## config.mk

```make
export PLATFORM = sky130hd
export DESIGN_NAME = hgdpf_div
export DESIGN_NICKNAME = d
export VERILOG_FILES = /design/src/sv/hgdpf_pkg.sv /design/src/sv/hgdpf_div.sv
export SDC_FILE = /design/constraint.sdc
export NUM_CORES = 1
export LEC_CHECK = 0
export BUFFER_PORTS_ARGS = -buffer_cell sky130_fd_sc_hd__buf_2
export CAP_MARGIN = 20
export CORE_AREA = 2 2 71 73
export DETAILED_ROUTE_END_ITERATION = 12
export DIE_AREA = 0 0 73 75
export HOLD_SLACK_MARGIN = 0.03
export PLACE_DENSITY = 0.78
export SLEW_MARGIN = 15
export SYNTH_ARGS = -nofsm -noshare
export SYNTH_HDL_FRONTEND = slang
export SYNTH_SLANG_ARGS = --single-unit
```

## constraint.sdc

```tcl
create_clock -name clk_i -period 6.8 [get_ports clk_i]
set_clock_uncertainty 0.05 [all_clocks]
set_input_delay 1.02 -clock clk_i [delete_from_list [all_inputs] [get_ports clk_i]]
set_output_delay 1.02 -clock clk_i [all_outputs]
set_load 0.1 [all_outputs]
```

## src/sv/hgdpf_pkg.sv

```systemverilog
// shared types and constants of the height grid dynamic point filter
package hgdpf_pkg;

  localparam int GRID_CELLS = 65536;
  localparam int IDX_W      = $clog2(GRID_CELLS);
  localparam int HIT_W      = 81;

  typedef enum logic [1:0] {
    REQ_LOAD  = 2'd0,
    REQ_POINT = 2'd1,
    REQ_QUERY = 2'd2,
    REQ_EOF   = 2'd3
  } req_e;

  typedef enum logic [2:0] {
    CLS_NONE    = 3'd0,
    CLS_DISCARD = 3'd1,
    CLS_DART    = 3'd2,
    CLS_STATIC  = 3'd3,
    CLS_DYNAMIC = 3'd4
  } class_e;

  typedef enum logic [2:0] {
    CFG_X_ORIGIN = 3'd0,
    CFG_Y_ORIGIN = 3'd1,
    CFG_CELL     = 3'd2,
    CFG_COLS     = 3'd3,
    CFG_ROWS     = 3'd4,
    CFG_LIFE     = 3'd5,
    CFG_MARGIN   = 3'd6
  } cfg_e;

  typedef enum logic [2:0] {
    ST_CLEAR,
    ST_IDLE,
    ST_DIV,
    ST_MUL,
    ST_IDX,
    ST_HRD,
    ST_QRD,
    ST_RESP
  } state_e;

  typedef struct packed {
    logic busy;
    logic done;
  } div_stat_t;

endpackage

```

## src/sv/hgdpf_div.sv

```systemverilog
// iterative restoring divider, one quotient bit per cycle
module hgdpf_div import hgdpf_pkg::*; (
  input  logic        clk_i,
  input  logic        rst_ni,
  input  logic        start_i,
  input  logic [15:0] dividend_i,
  input  logic [9:0]  divisor_i,
  output logic [15:0] quotient_o,
  output div_stat_t   stat_o
);

  logic [15:0] quo_q;
  logic [9:0]  rem_q;
  logic [9:0]  dvs_q;
  logic [4:0]  cnt_q;
  logic        busy_q, done_q;
  logic [10:0] sh;
  logic        fits;

  assign sh   = {rem_q, quo_q[15]};
  assign fits = sh >= {1'b0, dvs_q};

  always_ff @(posedge clk_i or negedge rst_ni) begin
    if (!rst_ni) begin
      busy_q <= 1'b0;
      done_q <= 1'b0;
      cnt_q  <= '0;
    end else begin
      done_q <= 1'b0;
      if (start_i) begin
        busy_q <= 1'b1;
        cnt_q  <= 5'd16;
      end else if (busy_q) begin
        cnt_q <= cnt_q - 5'd1;
        if (cnt_q == 5'd1) begin
          busy_q <= 1'b0;
          done_q <= 1'b1;
        end
      end
    end
  end

  always_ff @(posedge clk_i) begin
    if (start_i) begin
      quo_q <= dividend_i;
      rem_q <= '0;
      dvs_q <= divisor_i;
    end else if (busy_q) begin
      quo_q <= {quo_q[14:0], fits};
      rem_q <= fits ? 10'(sh - {1'b0, dvs_q}) : sh[9:0];
    end
  end

  assign quotient_o = quo_q;
  assign stat_o     = '{busy: busy_q, done: done_q};

endmodule

```

---- Word-level counts from Yosys, hierarchy flattened ----
Cells that the tools add are included.
storage, ports and cells
  flip-flop bits (word level) ............. 43
  word-level logic and storage cells ...... 22
  output and inout port bits .............. 18
cells by class
  $add $sub $neg .......................... 2
  multiplexer cells ....................... 11
  magnitude comparators ................... 1
  reductions and logical operators ........ 1
  equality and inequality tests ........... 1
operator list
  cell                                                                 number
  16-bit 2-to-1 mux                                                    2
  11-bit by 10-bit >= comparator with 1-bit output                     1
  10-bit 2-to-1 mux                                                    1
  5-bit 2-to-1 mux                                                     2
  10-bit subtractor                                                    1
  1-bit 2-to-1 mux                                                     6
  5-bit by 1-bit == test with 1-bit output (second input constant)     1
  5-bit by 1-bit subtractor with 5-bit output (second input constant)  1
  2-bit nonzero test                                                   1

---- Depth between registers and ports, before layout ----
  depth in word-level cells ............... 4
  mapped depth ............................ 10
  mapped depth without buffers ............ 10

---- Least setup slack after synthesis ----
No wires, ideal clock.
  kind .................................... register to register
  from .................................... register quo_q[15], in the netlist quotient_o[15]
  to ...................................... register rem_q[8]
  data arrival time ....................... 2.619 ns
  slack ................................... 4.040 ns
  clock period less this slack ............ 2.760 ns
  data required time ...................... 6.659 ns
  buffers on the path ..................... 0
  setup time .............................. 0.091 ns
  stages on the path, launching flop included .. 11
  cell sequence ........................... edfxtp_1 > inv_1 > ha_1 > inv_1 > fa_1 > a211oi_1 > nor2_1 > o41ai_1 > xnor2_1 > nand2_1 > a311oi_1
between the ends
  longest elaborated chain between the ends .. 2
  elaborated cells between the ends (all ways) .. 3
  classes of those cells .................. 1 x add/sub; 1 x order compare; 1 x mux
ends and longest elaborated chain
  item                                                                                   RTL line                          source
  start, declared                                                                        hgdpf_div.sv:12                   logic [15:0] quo_q;
  start signal, assigned                                                                 hgdpf_div.sv:45                   quo_q <= dividend_i;
  start signal, assigned                                                                 hgdpf_div.sv:49                   quo_q <= {quo_q[14:0], fits};
  10-bit subtractor or 11-bit by 10-bit >= comparator with 1-bit output (tied branches)  hgdpf_div.sv:50, hgdpf_div.sv:21
  10-bit 2-to-1 mux (*)                                                                  hgdpf_div.sv:50                   rem_q <= fits ? 10'(sh - {1'b0, dvs_q}) : sh[9:0];
  end signal, assigned                                                                   hgdpf_div.sv:50
  end, declared                                                                          hgdpf_div.sv:13                   logic [9:0] rem_q;
Every way passes the cells marked *; elsewhere a longest branch is shown, timed or not.
A chain may end at the register's enable or synchronous reset.

---- Worst setup path after layout ----
  from .................................... register busy_q
  to ...................................... output stat_o[1] (netlist bit)
RTL lines
  item                    RTL line         source
  start, declared         hgdpf_div.sv:16  logic busy_q, done_q;
  start signal, assigned  hgdpf_div.sv:25  busy_q <= 1'b0;
  start signal, assigned  hgdpf_div.sv:31  busy_q <= 1'b1;
  start signal, assigned  hgdpf_div.sv:36  busy_q <= 1'b0;
  end, declared           hgdpf_div.sv:9   output div_stat_t stat_o
No word-level cell between the ends.

==> metrics.log <==
INFO  metric power.internal = approximately 0.6 mW
INFO  metric die_height = roughly 75 um
INFO  metric cp_slowest_cell = sky130_fd_sc_hd__dfrtp_1
INFO  metric yosysWarningCount = 0
INFO  metric critPathKind = reg -> out
INFO  metric final_design_utilization = around 57%
INFO  metric cts_inserted_buffers = 5
INFO  metric fp-row-count = 25
INFO  metric whs_path_depth = 2
INFO  metric timing_worst_slew_pin_value = between 800 and 900 ps
INFO  metric layout.nets = 282
INFO  metric hpwl = roughly 2900 um
INFO  metric cp_cell_sequence = buf_2
INFO  metric outcome = finished, final reports clean
INFO  metric synthesis.area = between 2000 and 2500 um^2
INFO  metric synth_seq_area_share = roughly half
INFO  metric clock-sinks = 43
INFO  metric syn-num-nets = ~240
INFO  metric number_of_hold_violations_in_the_final_report = 0
INFO  metric yosys_register_bits = 43
INFO  metric cp_data_required_time = between 5000 and 6000 ps
INFO  metric fin_total_pwr = 1.01 mW
INFO  metric cts_hold_repair.buffers = 0
INFO  metric cts.path.max_buffers = 2
INFO  metric timing.critical_path.max_delay_family = flip-flops
INFO  metric antenna_found_initial = 0
INFO  metric stdcell_count = just under 300
INFO  metric place_congestion = 0.867
INFO  metric relative_slew_slack = 41.9%
INFO  metric final_setup_violations = 0
INFO  metric cts_resized = 0
INFO  metric syn_avg_cell_area = about 12 um^2
INFO  metric reg2regPathDepth = 10
INFO  metric floorplan.die.width = around 73 um
INFO  metric grt_use_total = about 16%
INFO  metric floorplan_die_area = 5480 um^2
INFO  metric antenna_cells = 0
INFO  metric initial_core_utilization = between 40% and 50%
INFO  metric io_pins = 47
INFO  metric finalMaxSlewViolations = 0
INFO  metric cp_max_fo = 30
INFO  metric synth_enable_flop_cells = 26
INFO  metric clk_latency = between 200 and 300 ps
INFO  metric crit_arrival = 1770 ps
INFO  metric drt_wl_total = ~4100 um
INFO  metric post-route-drc-count = 0
INFO  metric maxCapViolCount = 0
INFO  metric min_path_type = reg -> reg
INFO  metric critical_path.endpoint_type = output port
INFO  metric layout_min_cycle_time = approximately 2800 ps
INFO  metric p_sw = about 0.41 mW
INFO  metric setup_repair_after_global_routing_missed_its_margin = false
INFO  metric drive_above_1_share = 33.2%
INFO  metric vdd_drop_max = about 170 uV
INFO  metric share_clk_of_total_power = between 10% and 20%
INFO  metric post_cts_buffers = 0
INFO  metric synth_flop_cell = sky130_fd_sc_hd__edfxtp_1
INFO  metric routed-via-count = about 1600
INFO  metric switching_share = between 40 and 50%
INFO  metric wl_per_cell = 13.8 um
INFO  metric cellLeakagePower = between 1 and 1.5 nW
INFO  metric synth_async_sr_flop_share = around 16%
INFO  metric viasPerCell = around 5.4
INFO  metric timing.critical_path.depth = 1
INFO  metric worst_path_bufs_invs = 1
INFO  metric holdWs = around 460 ps
INFO  metric power.density = about 380 nW/um^2
INFO  metric io_buffer_count = 46
INFO  metric floorplan.core_area = about 4700 um^2
INFO  metric ys_types = between 40 and 50
INFO  metric grt_max_degree = 46
INFO  metric power.share.sequential = between 30% and 40%
INFO  metric first_pass_iters = 4
INFO  metric cts_tree = built
INFO  metric synth_cells = between 150 and 200
INFO  metric cpPeakStageDelay = 910 ps
INFO  metric area_growth_syn_to_layout = 16.0%
INFO  metric drt_first_iter_violations = between 70 and 80
INFO  metric pwr-share-comb = 43.2%
INFO  metric grt_pass1_vias = roughly 1400
INFO  metric clkTransAtPathRegs = roughly 80 ps
INFO  metric overflow = 0
INFO  metric ant_nets = 0
INFO  metric post_route_setup_tns = 0 ps
INFO  metric cts_root_buffer = sky130_fd_sc_hd__clkbuf_8
INFO  metric h-tree-depth = 2
INFO  metric max_freq = 353 MHz
INFO  metric dpl.cell_count = around 290
INFO  metric fin_crit_sh = between 40% and 50%
INFO  metric global_route_wire_length_before_repair = about 6500 um
INFO  metric setup.worst_path.start_class = register
==> logic make-up (layout without fill, tap and decap cells) <==
family,Yosys count,count (layout),share of synthesized area (%)
flip-flops,43,43,50.9
buffers and inverters,22,67,3.97
multiplexers,17,17,8.43
AO/OA/AOI/OAI,39,39,13.4
adder cells (fa/ha/maj),13,13,7.49
AND/OR/NAND/NOR,51,51,11.5
XOR/XNOR,11,11,4.24
==> cell usage in the layout, fill, tap and decap left out, types with 2 or more instances in the layout <==
cell / count
sky130_fd_sc_hd__a311oi_1: 4
sky130_fd_sc_hd__nand3_1: 2
sky130_fd_sc_hd__clkbuf_8: 5
sky130_fd_sc_hd__edfxtp_1: 26
sky130_fd_sc_hd__a211oi_1: 6
sky130_fd_sc_hd__ha_1: 12
sky130_fd_sc_hd__xnor2_1: 6
sky130_fd_sc_hd__a21o_1: 3
sky130_fd_sc_hd__o22ai_1: 4
sky130_fd_sc_hd__a21oi_1: 6
sky130_fd_sc_hd__o21ai_0: 2
sky130_fd_sc_hd__o21bai_1: 2
sky130_fd_sc_hd__a31oi_1: 2
sky130_fd_sc_hd__nor3_1: 3
sky130_fd_sc_hd__nand2b_1: 2
sky130_fd_sc_hd__nand2_1: 12
sky130_fd_sc_hd__nor2_1: 17
sky130_fd_sc_hd__dfxtp_1: 10
sky130_fd_sc_hd__dfrtp_1: 7
sky130_fd_sc_hd__nor2b_1: 4
sky130_fd_sc_hd__mux2_2: 17
sky130_fd_sc_hd__xor2_1: 5
sky130_fd_sc_hd__inv_1: 13
sky130_fd_sc_hd__buf_2: 46
==> metrics by stage <==
step	setup slack (ps)	instance area [um^2]
3_3_place_gp	4200	2530
5_1_grt	3850	2640
3_5_place_dp	4190	2530
2_1_floorplan	4040	2270
6_report	3960	2640
4_1_cts	3970	2640
==> final timing paths <==
check                      slack, ps         to            from
max                             3960  stat_o[1]          busy_q
max in group asynchronous       6050     done_q          rst_ni
min in group asynchronous        490   cnt_q[4]          rst_ni
max reg2reg                     4290   rem_q[8]  quotient_o[15]
min reg2reg                      460   rem_q[4]        rem_q[3]
min                              460   rem_q[4]        rem_q[3]
==> routing by layer <==
metal	vias to the layer above	wire length (um)	part of all wire (%)	track usage (%)
met4	0	38	0.93	4.94
met1	752	1860	46	21.5
met3	4	137	3.4	4.42
met5	-	0	0	0
li1	800	-	-	-
met2	26	2040	50	23.9
==> cell usage after synthesis (2+ instances only) <==
| cell type | instances | share of area (%) |
|---|---|---|
| sky130_fd_sc_hd__ha_1 | 12 | 6.6 |
| sky130_fd_sc_hd__a311oi_1 | 4 | 1.5 |
| sky130_fd_sc_hd__nor2_1 | 17 | 2.8 |
| sky130_fd_sc_hd__a21o_1 | 3 | 0.99 |
| sky130_fd_sc_hd__buf_1 | 3 | 0.50 |
| sky130_fd_sc_hd__nor2b_1 | 4 | 1.1 |
| sky130_fd_sc_hd__o22ai_1 | 4 | 1.1 |
| sky130_fd_sc_hd__dfxtp_1 | 10 | 8.8 |
| sky130_fd_sc_hd__buf_4 | 2 | 0.66 |
| sky130_fd_sc_hd__nor3_1 | 3 | 0.66 |
| sky130_fd_sc_hd__xnor2_1 | 6 | 2.3 |
| sky130_fd_sc_hd__a21oi_1 | 6 | 1.3 |
| sky130_fd_sc_hd__mux2_2 | 17 | 8.4 |
| sky130_fd_sc_hd__dfrtp_1 | 7 | 7.7 |
| sky130_fd_sc_hd__clkbuf_1 | 4 | 0.66 |
| sky130_fd_sc_hd__o21ai_0 | 2 | 0.44 |
| sky130_fd_sc_hd__xor2_1 | 5 | 1.9 |
| sky130_fd_sc_hd__a31oi_1 | 2 | 0.55 |
| sky130_fd_sc_hd__a211oi_1 | 6 | 2.0 |
| sky130_fd_sc_hd__nand2b_1 | 2 | 0.55 |
| sky130_fd_sc_hd__nand3_1 | 2 | 0.44 |
| sky130_fd_sc_hd__inv_1 | 13 | 2.1 |
| sky130_fd_sc_hd__o21bai_1 | 2 | 0.66 |
| sky130_fd_sc_hd__edfxtp_1 | 26 | 34 |
| sky130_fd_sc_hd__nand2_1 | 12 | 2.0 |
==> flip-flops by register name, summed over array words and instances (netlist names) <==
name        flops
rem_q          10
busy_q          1
dvs_q          10
done_q          1
cnt_q           5
quotient_o     16
==> final cells by class <==
type	count	area, um^2
clock buffers	5	68.8
clock inverters	3	38.8
fillers	389	2030
inverters	13	48.8
multi-input cells	131	1020
flip-flops and latches	43	1160
well taps	54	67.6
repair buffers	46	230
==> power groups by stage <==
| stage | Sequential, mW | Combinational (mW) | Clock (mW) |
|---|---|---|---|
| after floorplan | 0.492 | 0.250 | 0 |
| after global placement | 0.381 | 0.429 | 0 |
| after detailed placement | 0.383 | 0.434 | 0 |
| after CTS | 0.377 | 0.436 | 0.197 |
| after global routing | 0.386 | 0.470 | 0.207 |
| final | 0.378 | 0.435 | 0.194 |
Power figures use the tool's default switching activity.
